==> config.mk <==
export PLATFORM = sky130hd
export DESIGN_NAME = gaze_target_smoother_flat
export DESIGN_NICKNAME = d
export VERILOG_FILES = /design/src/rtl/gts_pkg.sv /design/src/rtl/gts_in_if.sv /design/src/rtl/gts_out_if.sv /design/src/rtl/gaze_target_smoother.sv /design/src/flat_wrapper.sv
export SDC_FILE = /design/constraint.sdc
export NUM_CORES = 2
export LEC_CHECK = 0
export BUFFER_PORTS_ARGS = -buffer_cell sky130_fd_sc_hd__buf_2
export CORE_ASPECT_RATIO = 2
export CORE_MARGIN = 3
export CORE_UTILIZATION = 30
export DETAILED_ROUTE_END_ITERATION = 7
export PLACE_DENSITY = 0.43
export SYNTH_ARGS = -nofsm -noshare
export SYNTH_HDL_FRONTEND = slang
export SYNTH_SLANG_ARGS = --single-unit
==> constraint.sdc <==
create_clock -name clk -period 15.2 [get_ports clk]
set_input_delay 2.28 -clock clk [delete_from_list [all_inputs] [get_ports clk]]
set_output_delay 2.28 -clock clk [all_outputs]
set_load 0.02 [all_outputs]
==> src/rtl/gts_pkg.sv <==
// ----------------------------------------------------------------------------
// gts_pkg
// Shared types and constants of the gaze target smoother: action and register
// codes, register bounds and reset values, q1.15 limits, the quotient width and the sequencer state type.
// ----------------------------------------------------------------------------
`default_nettype none

package gts_pkg;

  // action codes of an input transaction
  localparam logic [1:0] ACT_DETECT = 2'd0;
  localparam logic [1:0] ACT_TICK   = 2'd1;
  localparam logic [1:0] ACT_CLEAR  = 2'd2;

  // configuration register indexes
  localparam logic [2:0] CFG_FRAME_WIDTH  = 3'd0;
  localparam logic [2:0] CFG_FRAME_HEIGHT = 3'd1;
  localparam logic [2:0] CFG_SMOOTHING    = 3'd2;
  localparam logic [2:0] CFG_DEADBAND     = 3'd3;
  localparam logic [2:0] CFG_MIN_SCORE    = 3'd4;
  localparam logic [2:0] CFG_HOLD_TIME    = 3'd5;

  localparam int CFG_INDEX_BITS = 3;
  localparam int CFG_DATA_BITS  = 32;

  // register bounds and reset values
  localparam logic [12:0] FRAME_MAX       = 13'd4096;
  localparam logic [12:0] FRAME_MIN       = 13'd1;
  localparam logic [12:0] WIDTH_RESET     = 13'd640;
  localparam logic [12:0] HEIGHT_RESET    = 13'd480;
  localparam logic [16:0] SMOOTH_MIN      = 17'd655;
  localparam logic [16:0] SMOOTH_MAX      = 17'd65536;
  localparam logic [14:0] DEADBAND_MAX    = 15'd16384;
  localparam logic [16:0] SCORE_MAX       = 17'd65536;

  // q1.15 limits
  localparam logic signed [15:0] Q15_MAX  = 16'sh7fff;
  localparam logic signed [15:0] Q15_MIN  = -16'sh8000;

  // quotient bits produced per axis
  localparam int QUO_BITS = 16;

  typedef enum logic [2:0] {
    S_IDLE,
    S_DECIDE,
    S_LOAD,
    S_DIV,
    S_NORM,
    S_BLEND,
    S_FINISH
  } state_t;

endpackage

`default_nettype wire

==> src/rtl/gts_in_if.sv <==
// ----------------------------------------------------------------------------
// gts_in_if
// Input channel: detection, tick or clear transaction with valid/ready.
// ----------------------------------------------------------------------------
`default_nettype none

interface gts_in_if #(
  parameter int COORD_BITS = 12
);
  logic                  valid;
  logic                  ready;
  logic [1:0]            action;
  logic [COORD_BITS-1:0] box_x;
  logic [COORD_BITS-1:0] box_y;
  logic [15:0]           box_score;
  logic [31:0]           now_ms;

  modport source (output valid, action, box_x, box_y, box_score, now_ms, input ready);
  modport sink   (input valid, action, box_x, box_y, box_score, now_ms, output ready);
endinterface

`default_nettype wire

==> src/rtl/gts_out_if.sv <==
// ----------------------------------------------------------------------------
// gts_out_if
// Output channel: smoothed gaze transaction with valid/ready.
// ----------------------------------------------------------------------------
`default_nettype none

interface gts_out_if;
  logic               valid;
  logic               ready;
  logic               gaze_valid;
  logic signed [15:0] gaze_x;
  logic signed [15:0] gaze_y;

  modport source (output valid, gaze_valid, gaze_x, gaze_y, input ready);
  modport sink   (input valid, gaze_valid, gaze_x, gaze_y, output ready);
endinterface

`default_nettype wire

==> src/rtl/gaze_target_smoother.sv <==
// ----------------------------------------------------------------------------
// gaze_target_smoother
// Exponential smoothing of a detected target position with a deadband and a
// hold timeout, built around one shared restoring divider.
// ----------------------------------------------------------------------------
// Usage:
//   item   : input transactions (detection, time tick or clear), valid/ready
//   result : exactly one gaze transaction per input transaction
//   cfg_*  : register writes, to be made by the user only while the block is idle; the block does not enforce it
// Sequencing:
//   a tick or clear loads the result register from the decide state, and the
//   sequencer then returns to idle for the next transaction; a detection
//   passes through the decide state, per axis a load, 16 divider steps and a
//   normalize state, then a blend per axis and a finish state, which loads it.
//   The single serial divider (one quotient bit a cycle) takes most of this path;
//   one transaction is in flight at a time and item.ready is low meanwhile.
// Reset (rst, synchronous): registers return to their defaults, the track is
//   dropped and the result register is emptied.
// Stall: the result is held in an output register until result.ready; a new
//   transaction is accepted once that register is empty or being drained.
// ----------------------------------------------------------------------------
`default_nettype none

module gaze_target_smoother #(
  parameter int COORD_BITS = 12
) (
  input  wire logic                                clk,
  input  wire logic                                rst,
  gts_in_if.sink                                   item,
  gts_out_if.source                                result,
  input  wire logic                                cfg_we,
  input  wire logic [gts_pkg::CFG_INDEX_BITS-1:0]  cfg_index,
  input  wire logic [gts_pkg::CFG_DATA_BITS-1:0]   cfg_data
);

  // width of the signed numerator 2p - w
  localparam int PW = (COORD_BITS + 1 > 13) ? COORD_BITS + 2 : 14;

  // configuration registers
  logic [12:0] img_width;
  logic [12:0] img_height;
  logic [16:0] smoothing_factor;
  logic [14:0] deadband_level;
  logic [16:0] minimum_score;
  logic [31:0] hold_time_ms;

  // tracker state
  logic               track_active;
  logic [31:0]        last_seen_time;
  logic signed [15:0] smoothed_x;
  logic signed [15:0] smoothed_y;

  // latched transaction
  logic [1:0]            act;
  logic [COORD_BITS-1:0] pix_x;
  logic [COORD_BITS-1:0] pix_y;
  logic [15:0]           score;
  logic [31:0]           now;

  // sequencer and divider
  gts_pkg::state_t state, state_next;
  logic               axis;
  logic [3:0]         cnt;
  logic [13:0]        rem;
  logic [15:0]        quo;
  logic               sat;
  logic               neg;
  logic signed [15:0] aim_x;
  logic signed [15:0] aim_y;

  // control from the sequencer
  logic accept;
  logic is_clear;
  logic is_detect;
  logic timeout;
  logic div_load;
  logic div_step;
  logic norm_store;
  logic blend_step;
  logic finish;
  logic decide_write;

  assign accept = item.valid && item.ready;

  // ---------------------------------------------------------------------------
  // configuration writes, saturated to each register's range
  // ---------------------------------------------------------------------------
  always_ff @(posedge clk) begin
    if (rst) begin
      img_width        <= gts_pkg::WIDTH_RESET;
      img_height       <= gts_pkg::HEIGHT_RESET;
      smoothing_factor <= gts_pkg::SMOOTH_MAX;
      deadband_level   <= '0;
      minimum_score    <= '0;
      hold_time_ms     <= '0;
    end else if (cfg_we) begin
      unique case (cfg_index)
        gts_pkg::CFG_FRAME_WIDTH: begin
          if (cfg_data[12:0] < gts_pkg::FRAME_MIN) img_width <= gts_pkg::FRAME_MIN;
          else if (cfg_data[12:0] > gts_pkg::FRAME_MAX) img_width <= gts_pkg::FRAME_MAX;
          else img_width <= cfg_data[12:0];
        end
        gts_pkg::CFG_FRAME_HEIGHT: begin
          if (cfg_data[12:0] < gts_pkg::FRAME_MIN) img_height <= gts_pkg::FRAME_MIN;
          else if (cfg_data[12:0] > gts_pkg::FRAME_MAX) img_height <= gts_pkg::FRAME_MAX;
          else img_height <= cfg_data[12:0];
        end
        gts_pkg::CFG_SMOOTHING: begin
          if (cfg_data[16:0] < gts_pkg::SMOOTH_MIN) smoothing_factor <= gts_pkg::SMOOTH_MIN;
          else if (cfg_data[16:0] > gts_pkg::SMOOTH_MAX) smoothing_factor <= gts_pkg::SMOOTH_MAX;
          else smoothing_factor <= cfg_data[16:0];
        end
        gts_pkg::CFG_DEADBAND: begin
          if (cfg_data[14:0] > gts_pkg::DEADBAND_MAX) deadband_level <= gts_pkg::DEADBAND_MAX;
          else deadband_level <= cfg_data[14:0];
        end
        gts_pkg::CFG_MIN_SCORE: begin
          if (cfg_data[16:0] > gts_pkg::SCORE_MAX) minimum_score <= gts_pkg::SCORE_MAX;
          else minimum_score <= cfg_data[16:0];
        end
        gts_pkg::CFG_HOLD_TIME: hold_time_ms <= cfg_data;
        default: ;
      endcase
    end
  end

  // ---------------------------------------------------------------------------
  // transaction capture
  // ---------------------------------------------------------------------------
  always_ff @(posedge clk) begin
    if (accept) begin
      act   <= item.action;
      pix_x <= item.box_x;
      pix_y <= item.box_y;
      score <= item.box_score;
      now   <= item.now_ms;
    end
  end

  // action decode
  assign is_clear  = (act == gts_pkg::ACT_CLEAR);
  assign is_detect = (act == gts_pkg::ACT_DETECT) && ({1'b0, score} >= minimum_score);
  assign timeout   = (now - last_seen_time) > hold_time_ms;

  // ---------------------------------------------------------------------------
  // sequencer: next state
  // ---------------------------------------------------------------------------
  always_comb begin
    state_next = state;
    unique case (state)
      gts_pkg::S_IDLE:   if (accept) state_next = gts_pkg::S_DECIDE;
      gts_pkg::S_DECIDE: state_next = is_detect ? gts_pkg::S_LOAD : gts_pkg::S_IDLE;
      gts_pkg::S_LOAD:   state_next = gts_pkg::S_DIV;
      gts_pkg::S_DIV:    if (cnt == 4'(gts_pkg::QUO_BITS - 1)) state_next = gts_pkg::S_NORM;
      gts_pkg::S_NORM:   state_next = axis ? gts_pkg::S_BLEND : gts_pkg::S_LOAD;
      gts_pkg::S_BLEND:  if (axis) state_next = gts_pkg::S_FINISH;
      gts_pkg::S_FINISH: state_next = gts_pkg::S_IDLE;
      default:           state_next = gts_pkg::S_IDLE;
    endcase
  end

  // ---------------------------------------------------------------------------
  // sequencer: outputs
  // ---------------------------------------------------------------------------
  always_comb begin
    item.ready   = 1'b0;
    decide_write = 1'b0;
    div_load     = 1'b0;
    div_step     = 1'b0;
    norm_store   = 1'b0;
    blend_step   = 1'b0;
    finish       = 1'b0;
    unique case (state)
      gts_pkg::S_IDLE:   item.ready   = !result.valid || result.ready;
      gts_pkg::S_DECIDE: decide_write = !is_detect;
      gts_pkg::S_LOAD:   div_load     = 1'b1;
      gts_pkg::S_DIV:    div_step     = 1'b1;
      gts_pkg::S_NORM:   norm_store   = 1'b1;
      gts_pkg::S_BLEND:  blend_step   = 1'b1;
      gts_pkg::S_FINISH: finish       = 1'b1;
      default: ;
    endcase
  end

  always_ff @(posedge clk) begin
    if (rst) state <= gts_pkg::S_IDLE;
    else state <= state_next;
  end

  // axis select and step count
  always_ff @(posedge clk) begin
    if (rst) begin
      axis <= 1'b0;
      cnt  <= '0;
    end else begin
      if (state == gts_pkg::S_DECIDE) axis <= 1'b0;
      else if (norm_store && !axis) axis <= 1'b1;
      else if (norm_store && axis) axis <= 1'b0;
      else if (blend_step) axis <= !axis;
      if (div_load) cnt <= '0;
      else if (div_step) cnt <= cnt + 4'd1;
    end
  end

  // ---------------------------------------------------------------------------
  // shared divider: |2p - w| * 2^15 / w, one quotient bit a cycle
  // ---------------------------------------------------------------------------
  logic [COORD_BITS-1:0] pix_sel;
  logic [12:0]           w_sel;
  logic signed [PW-1:0]  num_diff;
  logic [PW-1:0]         num_mag;
  logic                  quo_bit;
  logic [13:0]           rem_keep;

  assign pix_sel  = axis ? pix_y : pix_x;
  assign w_sel    = axis ? img_height : img_width;
  assign num_diff = $signed({{(PW-COORD_BITS-1){1'b0}}, pix_sel, 1'b0})
                  - $signed({{(PW-13){1'b0}}, w_sel});
  assign num_mag  = num_diff[PW-1] ? PW'(-num_diff) : PW'(num_diff);
  assign quo_bit  = rem >= {1'b0, w_sel};
  assign rem_keep = quo_bit ? (rem - {1'b0, w_sel}) : rem;

  always_ff @(posedge clk) begin
    if (div_load) begin
      neg <= num_diff[PW-1];
      // a quotient of 2^16 or more clamps anyway
      sat <= num_mag >= PW'({w_sel, 1'b0});
      rem <= (num_mag >= PW'({w_sel, 1'b0})) ? '0 : num_mag[13:0];
      quo <= '0;
    end else if (div_step) begin
      rem <= {rem_keep[12:0], 1'b0};
      quo <= {quo[14:0], quo_bit};
    end
  end

  // ---------------------------------------------------------------------------
  // clamp to q1.15 and apply the deadband
  // ---------------------------------------------------------------------------
  logic signed [15:0] norm_val;
  logic [16:0]        norm_mag;
  logic signed [15:0] norm_target;

  always_comb begin
    if (neg) begin
      norm_val = quo[15] ? gts_pkg::Q15_MIN : 16'(-{1'b0, quo[14:0]});
      norm_mag = quo[15] ? 17'd32768 : {2'b00, quo[14:0]};
    end else begin
      norm_val = (sat || quo[15]) ? gts_pkg::Q15_MAX : $signed({1'b0, quo[14:0]});
      norm_mag = (sat || quo[15]) ? 17'd32767 : {2'b00, quo[14:0]};
    end
    norm_target = (norm_mag < {2'b00, deadband_level}) ? '0 : norm_val;
  end

  always_ff @(posedge clk) begin
    if (norm_store) begin
      if (axis) aim_y <= norm_target;
      else aim_x <= norm_target;
    end
  end

  // ---------------------------------------------------------------------------
  // blend: cur + floor((target - cur) * factor / 2^16), one axis a cycle
  // ---------------------------------------------------------------------------
  logic signed [15:0] cur_sel;
  logic signed [15:0] tgt_sel;
  logic signed [16:0] blend_diff;
  logic signed [34:0] blend_prod;
  logic signed [19:0] blend_sum;
  logic signed [15:0] blend_out;

  assign cur_sel    = axis ? smoothed_y : smoothed_x;
  assign tgt_sel    = axis ? aim_y : aim_x;
  assign blend_diff = 17'(tgt_sel) - 17'(cur_sel);
  assign blend_prod = 35'(blend_diff) * $signed({1'b0, smoothing_factor});
  assign blend_sum  = 20'(cur_sel) + 20'($signed(blend_prod[34:16]));

  always_comb begin
    if (!track_active) blend_out = tgt_sel;
    else if (blend_sum > 20'(gts_pkg::Q15_MAX)) blend_out = gts_pkg::Q15_MAX;
    else if (blend_sum < 20'(gts_pkg::Q15_MIN)) blend_out = gts_pkg::Q15_MIN;
    else blend_out = blend_sum[15:0];
  end

  // ---------------------------------------------------------------------------
  // tracker state
  // ---------------------------------------------------------------------------
  always_ff @(posedge clk) begin
    if (rst) begin
      track_active   <= 1'b0;
      last_seen_time <= '0;
      smoothed_x     <= '0;
      smoothed_y     <= '0;
    end else if (decide_write && (is_clear || (track_active && timeout))) begin
      track_active   <= 1'b0;
      last_seen_time <= '0;
      smoothed_x     <= '0;
      smoothed_y     <= '0;
    end else if (blend_step) begin
      if (axis) smoothed_y <= blend_out;
      else smoothed_x <= blend_out;
    end else if (finish) begin
      track_active   <= 1'b1;
      last_seen_time <= now;
    end
  end

  // ---------------------------------------------------------------------------
  // result register
  // ---------------------------------------------------------------------------
  logic report;

  assign report = finish || (decide_write && !is_clear && track_active && !timeout);

  always_ff @(posedge clk) begin
    if (rst) begin
      result.valid <= 1'b0;
    end else if (decide_write || finish) begin
      result.valid <= 1'b1;
    end else if (result.ready) begin
      result.valid <= 1'b0;
    end
  end

  always_ff @(posedge clk) begin
    if (decide_write || finish) begin
      result.gaze_valid <= report;
      result.gaze_x     <= report ? smoothed_x : '0;
      result.gaze_y     <= report ? smoothed_y : '0;
    end
  end

`ifndef SYNTH
  // a new transaction only enters when the result register can take its result
  assert property (@(posedge clk) disable iff (rst)
    item.ready |-> (!result.valid || result.ready))
    else $error("input accepted while result register is blocked");

  // one transaction in flight
  assert property (@(posedge clk) disable iff (rst)
    accept |=> !item.ready)
    else $error("input ready right after acceptance");

  // an invalid gaze carries zero coordinates
  assert property (@(posedge clk) disable iff (rst)
    (result.valid && !result.gaze_valid) |-> (result.gaze_x == 16'sd0 && result.gaze_y == 16'sd0))
    else $error("invalid gaze with nonzero coordinates");

  // without a track the smoothed gaze rests at zero
  assert property (@(posedge clk) disable iff (rst)
    (state == gts_pkg::S_IDLE && !track_active) |-> (smoothed_x == 16'sd0 && smoothed_y == 16'sd0))
    else $error("smoothed gaze nonzero without a track");
`endif

endmodule

`default_nettype wire
==> src/flat_wrapper.sv <==
// flat-port wrapper written by rule: the top's interface ports become plain ports
module gaze_target_smoother_flat 
#(
  parameter int COORD_BITS = 12
)
  (clk, rst, cfg_we, cfg_index, cfg_data, item_valid, item_action, item_box_x, item_box_y, item_box_score, item_now_ms, item_ready, result_valid, result_gaze_valid, result_gaze_x, result_gaze_y, result_ready);
  gts_in_if #(.COORD_BITS(COORD_BITS)) item_i ();
  gts_out_if result_i ();
  input  wire logic clk;
  input  wire logic rst;
  input  wire logic cfg_we;
  input  wire logic [gts_pkg::CFG_INDEX_BITS-1:0] cfg_index;
  input  wire logic [gts_pkg::CFG_DATA_BITS-1:0] cfg_data;
  input wire logic [$bits(item_i.valid)-1:0] item_valid;
  input wire logic [$bits(item_i.action)-1:0] item_action;
  input wire logic [$bits(item_i.box_x)-1:0] item_box_x;
  input wire logic [$bits(item_i.box_y)-1:0] item_box_y;
  input wire logic [$bits(item_i.box_score)-1:0] item_box_score;
  input wire logic [$bits(item_i.now_ms)-1:0] item_now_ms;
  output wire logic [$bits(item_i.ready)-1:0] item_ready;
  output wire logic [$bits(result_i.valid)-1:0] result_valid;
  output wire logic [$bits(result_i.gaze_valid)-1:0] result_gaze_valid;
  output wire logic [$bits(result_i.gaze_x)-1:0] result_gaze_x;
  output wire logic [$bits(result_i.gaze_y)-1:0] result_gaze_y;
  input wire logic [$bits(result_i.ready)-1:0] result_ready;
  assign item_i.valid = item_valid;
  assign item_i.action = item_action;
  assign item_i.box_x = item_box_x;
  assign item_i.box_y = item_box_y;
  assign item_i.box_score = item_box_score;
  assign item_i.now_ms = item_now_ms;
  assign item_ready = item_i.ready;
  assign result_valid = result_i.valid;
  assign result_gaze_valid = result_i.gaze_valid;
  assign result_gaze_x = result_i.gaze_x;
  assign result_gaze_y = result_i.gaze_y;
  assign result_i.ready = result_ready;
  gaze_target_smoother #(.COORD_BITS(COORD_BITS)) u_core (.clk(clk), .rst(rst), .item(item_i), .result(result_i), .cfg_we(cfg_we), .cfg_index(cfg_index), .cfg_data(cfg_data));
endmodule
# == After elaboration in Yosys (flattened, before gate mapping) ==
# Cells that the tools add are included.
# word_totals
reg_bits,352
in_bits,114
out_inout_bits,35
wordCells,149
# op_classes
addsub,8
n_mul,1
magnitude_cmp,12
n_eq_ne,16
muxes,42
bitwise,2
n_reduce_logical,40
# ops
cell,count
16-bit 2-to-1 mux,9
14-bit 2-to-1 mux,4
13-bit 2-to-1 mux,4
17-bit 2-to-1 mux,3
15-bit 2-to-1 mux,3
17-bit by 18-bit multiplier with 35-bit output,1
32-bit greater-than comparator,1
32-bit subtractor,1
2-bit AND reduction,11
16-bit by 19-bit adder with 20-bit output,1
"20-bit by 16-bit greater-than comparator with 1-bit output, second input constant",1
"20-bit by 16-bit less-than comparator with 1-bit output, second input constant",1
3-bit one-hot mux with 6 select lines,1
16-bit by 17-bit >= comparator with 1-bit output,1
"17-bit greater-than comparator, second input constant",1
"17-bit by 10-bit less-than comparator with 1-bit output, second input constant",1
17-bit by 15-bit less-than comparator with 1-bit output,1
16-bit by 16-bit subtractor with 17-bit output,1
15-bit negator with 16-bit output,1
"3-bit == test, second input constant",5
"15-bit greater-than comparator, second input constant",1
14-bit by 13-bit >= comparator with 1-bit output,1
14-bit >= comparator,1
14-bit negator,1
24 further kinds,65

# == Depth between registers and ports, before layout ==
# depth
word_depth,8
mapped_depth,51
depth_no_buf,46

# == Least setup slack after synthesis ==
# OpenSTA, ideal clock, no wires.
# synth_timing
path_type,register to register
from,register u_core.axis
to,register u_core.smoothed_y[11]
setup_time_ps,96
arrival_time_ps,11696
path_slack_ps,3408
path_stages_with_launch,48
path_cell_list,dfxtp_1 -> buf_4 -> clkbuf_1 -> clkbuf_1 -> mux2_2 -> ha_1 -> fa_1 -> nor2b_1 -> o21ai_0 -> a21boi_0 -> o21ai_0 -> a21boi_0 -> o2111ai_1 -> nand3_1 -> nand3_1 -> a41oi_1 -> clkbuf_1 -> nor2_1 -> [... 12 more ...] -> nand2_1 -> a21oi_1 -> o311a_1 -> a21oi_1 -> nor3_1 -> a2111oi_0 -> xnor2_1 -> ha_1 -> and3_1 -> nand2_1 -> o21ai_2 -> mux2_4 -> a311oi_2 -> or4b_1 -> buf_6 -> o21ai_4 -> a21oi_2 -> o41ai_2
# synth_between
elab_chain_cells,8
elab_cells_between_ends,11
classes_between,add/sub: 2; mul: 1; order compare: 2; mux: 5; reduce/logical: 1
# synth_lines
element,line_no,text
from (decl),gaze_target_smoother.sv:62,logic axis;
from (signal assigned),gaze_target_smoother.sv:199,else if (blend_step) axis <= !axis;
"16-bit 2-to-1 mux, on equally long branches","gaze_target_smoother.sv:272, gaze_target_smoother.sv:271",
16-bit by 16-bit subtractor with 17-bit output,gaze_target_smoother.sv:273,assign blend_diff = 17'(tgt_sel) - 17'(cur_sel);
17-bit by 18-bit multiplier with 35-bit output,gaze_target_smoother.sv:274,"assign blend_prod = 35'(blend_diff) * $signed({1'b0, smoothing_factor});"
16-bit by 19-bit adder with 20-bit output,gaze_target_smoother.sv:275,assign blend_sum = 20'(cur_sel) + 20'($signed(blend_prod[34:16]));
20-bit by 16-bit less-than comparator with 1-bit output,gaze_target_smoother.sv:280,else if (blend_sum < 20'(gts_pkg::Q15_MIN)) blend_out = gts_pkg::Q15_MIN;
16-bit 2-to-1 mux,gaze_target_smoother.sv:280,
16-bit 2-to-1 mux,gaze_target_smoother.sv:279,else if (blend_sum > 20'(gts_pkg::Q15_MAX)) blend_out = gts_pkg::Q15_MAX;
16-bit 2-to-1 mux,gaze_target_smoother.sv:278,if (!track_active) blend_out = tgt_sel;
to (signal assigned),gaze_target_smoother.sv:299,if (axis) smoothed_y <= blend_out;
to (decl),gaze_target_smoother.sv:51,logic signed [15:0] smoothed_y;
# Several ways; a longest one is shown, not always the timed one.
# A chain may end at the register's enable or synchronous reset.

# == Final worst setup path ==
# Ends and elaborated chain as after synthesis.

==> key figures <==
Floorplanning
  • Die Ht: 458 um
  • Die Footprint: 0.106 mm2
  • Core Region: 0.101 mm2
  • Die W: 232 um
  • Initial core utilization: 30.3%
  • I/O Pins: 149
  • Std cell rows: 165

Layout
  • Most common cell after layout, fill and taps aside: nand2_1
  • Area Overhead vs Synth: 10.6%
  • Final Util: 33.5%
  • Share of cells above drive strength 1: 9.47%
  • Filler cells: 10808
  • Leading cell types in the layout, fill and taps excluded: nand2_1, inv_1, ha_1
  • Nets@finish: 4204

Critical path
  • CP Buf/Inv Count: 2
  • Crit path required time: 15.72 ns
  • CP startpoint: u_core.axis
  • Worst-path cell with the longest stage delay: xnor2_2
  • Worst Path Max Fanout: 36
  • RR Startpoint: u_core.axis
  • Worst R2R End: u_core.smoothed_y[11]
  • CP Class: reg -> reg
  • CP peak stage delay: 0.80 ns
  • Reg2reg path depth: 38
  • CP arrival: 13.48 ns
  • Startpoint Class: flip-flop
  • Critical path's top delay family: adder cells
  • Top cell by count, worst path: fa_1
  • CP Capture Type: flip-flop
  • Worst reg2reg setup slack: 2.23 ns

Detailed routing
  • Met3 wire len: 2.12 mm
  • Vias per cell: 5.00
  • Drt drc: 0
  • Via count: 24675
  • Detailed router's first-iteration violation count: 1069
  • Metal-1 WL: 35.6 mm
  • Final wirelength: 103 mm
  • Drt first pass iters: 5
  • DRT antenna net count: 0
  • Routed wire length on met2: 59.4 mm
  • Top Layer Used: met4
  • Per-cell routed wire length: 21.0 um

Timing
  • RSZ-0062 raised after global routing: no
  • Slew Limit Fails: 0
  • Fin crit period: 12.97 ns
  • Slew HR: 27.5%
  • Worst-Margin Slew: 1.08 ns
  • Final Cycle Share: 85.3%
  • Final count of negative-setup-slack endpoints: 0
  • Setup TNS: 0 ns
  • Hold Fails Final Rpt: 0
  • Fmax: 77.1 MHz
  • Clock skew: 0.0251 ns

CTS
  • CTS hold repair buffers: 0
  • Clk_lat worst skew: 0.62 ns
  • Clock slew at reported path FFs: 0.07 ns
  • Clk root buf: clkbuf_16
  • Htree depth: 1
  • Post-CTS Repair Setup Buffers: 0
  • Max Root-Sink Buffers: 3
  • CTS sink cnt: 352
  • CTS Buf Count: 30
  • CTS tree: done
  • CTS resizes: 0

Outcome
  • Outcome: completed

Global routing
  • Number of global-route vias before repair: 26303
  • GRT Total Usage: 19.5%
  • Initial antenna violation count: 3
  • Grt total ovfl: 0
  • First-pass GRT wire length: 157 mm
  • Largest net degree at the start of global routing: 77

Logic synthesis
  • Ys flop type: dfxtp_1
  • Synthesized area per cell: 8.74 um2
  • Synth Cell Area: 0.0306 mm2
  • Async SR Flop Fraction: 0%
  • Cells after synthesis: 3506
  • Register area share after synthesis: 28.1%
  • Yosys reg bits: 352
  • Number of flops mapped to enable cells by yosys: 155
  • Post-synthesis net count: 4142
  • Syn. warnings: 0
  • Synth cell types: 88

Power
  • PwrDens: 81.6 mW/mm2
  • P_leak: 14.3 nW
  • Total power: 2.76 mW
  • Max VDD drop: 0.130 mV

Min path
  • Worst Min Path Start: u_core.img_width[2]
  • Hold Path Class: reg -> reg
  • WHS Endpoint: u_core.img_width[2]
  • Cells on Worst Hold Path: 2

Placement
  • Final GP Congestion: 0.880
  • Post-DP HPWL: 82.9 mm
  • PortBufs: 148

Job
  • Max_cap viols: 0
## state kept, by name, indices dropped and copies added, names as in the netlist, 12 cells and up
name	flops
u_core.aim_x	16
u_core.aim_y	16
u_core.deadband_level	15
u_core.hold_time_ms	32
u_core.img_height	13
u_core.img_width	13
u_core.last_seen_time	32
u_core.minimum_score	17
u_core.now	32
u_core.pix_x	12
u_core.pix_y	12
u_core.quo	16
u_core.rem	14
u_core.result.gaze_x	16
u_core.result.gaze_y	16
u_core.score	16
u_core.smoothed_x	16
u_core.smoothed_y	16
u_core.smoothing_factor	17
## area by class of cell
type / instances / area (um2) / area share [%]
inverter: 459 / 1720 / 5.09
multi-input combinational: 2520 / 19700 / 58.1
clock inverter: 17 / 133 / 0.392
sequential: 352 / 8600 / 25.4
antenna: 3 / 7.51 / 0.0222
timing repair buffer: 205 / 1170 / 3.46
tap: 1336 / 1670 / 4.93
clock buffer: 39 / 888 / 2.62
## cell families after synthesis
logic type | after synthesis | synth area share (%)
and+or+nand+nor | 1163 | 18.2
AOI/OAI and AO/OA | 681 | 14.2
buffers and inverters | 634 | 7.87
adders and majority gates | 522 | 26.9
DFF | 352 | 28.1
xor gates and xnor gates | 87 | 2.49
muxes | 67 | 2.36
## tightest hold or removal path: cells and delay by family (launching register included)
kind / cells / cell delay, ns
DFF: 1 / 0.31
and+or+nand+nor: 1 / 0.05
AOI/OAI and AO/OA: 1 / 0.05
## cells in the mapped netlist (31+ instances only)
cell type,count,share of area (%)
xnor2_1,56,1.6
o21ai_0,108,1.8
nand3_1,119,1.9
a21oi_1,252,4.1
dfxtp_1,197,13
nand2_1,465,5.7
nand2b_1,34,0.69
o21a_1,39,0.96
edfxtp_1,155,15
a21o_1,46,1.1
o211ai_1,40,0.98
fa_1,228,15
clkbuf_1,150,1.8
nor2_1,164,2.0
nor2b_1,82,1.7
inv_1,459,5.6
mux2i_1,38,1.2
and3_1,33,0.67
xor2_1,31,0.89
and2_1,94,1.9
nor3_1,60,0.98
ha_1,294,12
## how the worst max path moves through the flow
stage / end / slack [ns] / cells after the start
floorplan: u_core.smoothed_y[11] / 3.41 / 47
global placement: u_core.smoothed_y[11] / 2.33 / 37
detailed placement: u_core.smoothed_y[11] / 2.16 / 38
CTS: u_core.smoothed_y[11] / 2.14 / 38
global route: u_core.smoothed_y[11] / 1.17 / 40
finish: u_core.smoothed_y[11] / 2.23 / 38
## report_power, final
group          internal (mW)  switching (mW)  total [mW]
clock network          0.432           0.389       0.821
registers               1.07          0.0420        1.11
logic                  0.311           0.519       0.830
## per-layer routing
metal  vias up  track usage (%)
met5         -                0
li1      11940                -
met1     12121             18.9
met2       459             40.0
met4         0             10.3
met3       155             1.11
## through the flow
stage               hold WS [ns]  instances  instance area (um2)  worst slack (ns)
finish                     0.454       4931                33900              2.23
global route               0.469       4930                33900              1.17
floorplan                  0.432       3506                30600              3.41
CTS                        0.456       4928                33900              2.14
global placement           0.442       4872                32800              2.33
detailed placement         0.446       4872                32800              2.16
Power figures use the tool's default switching activity.
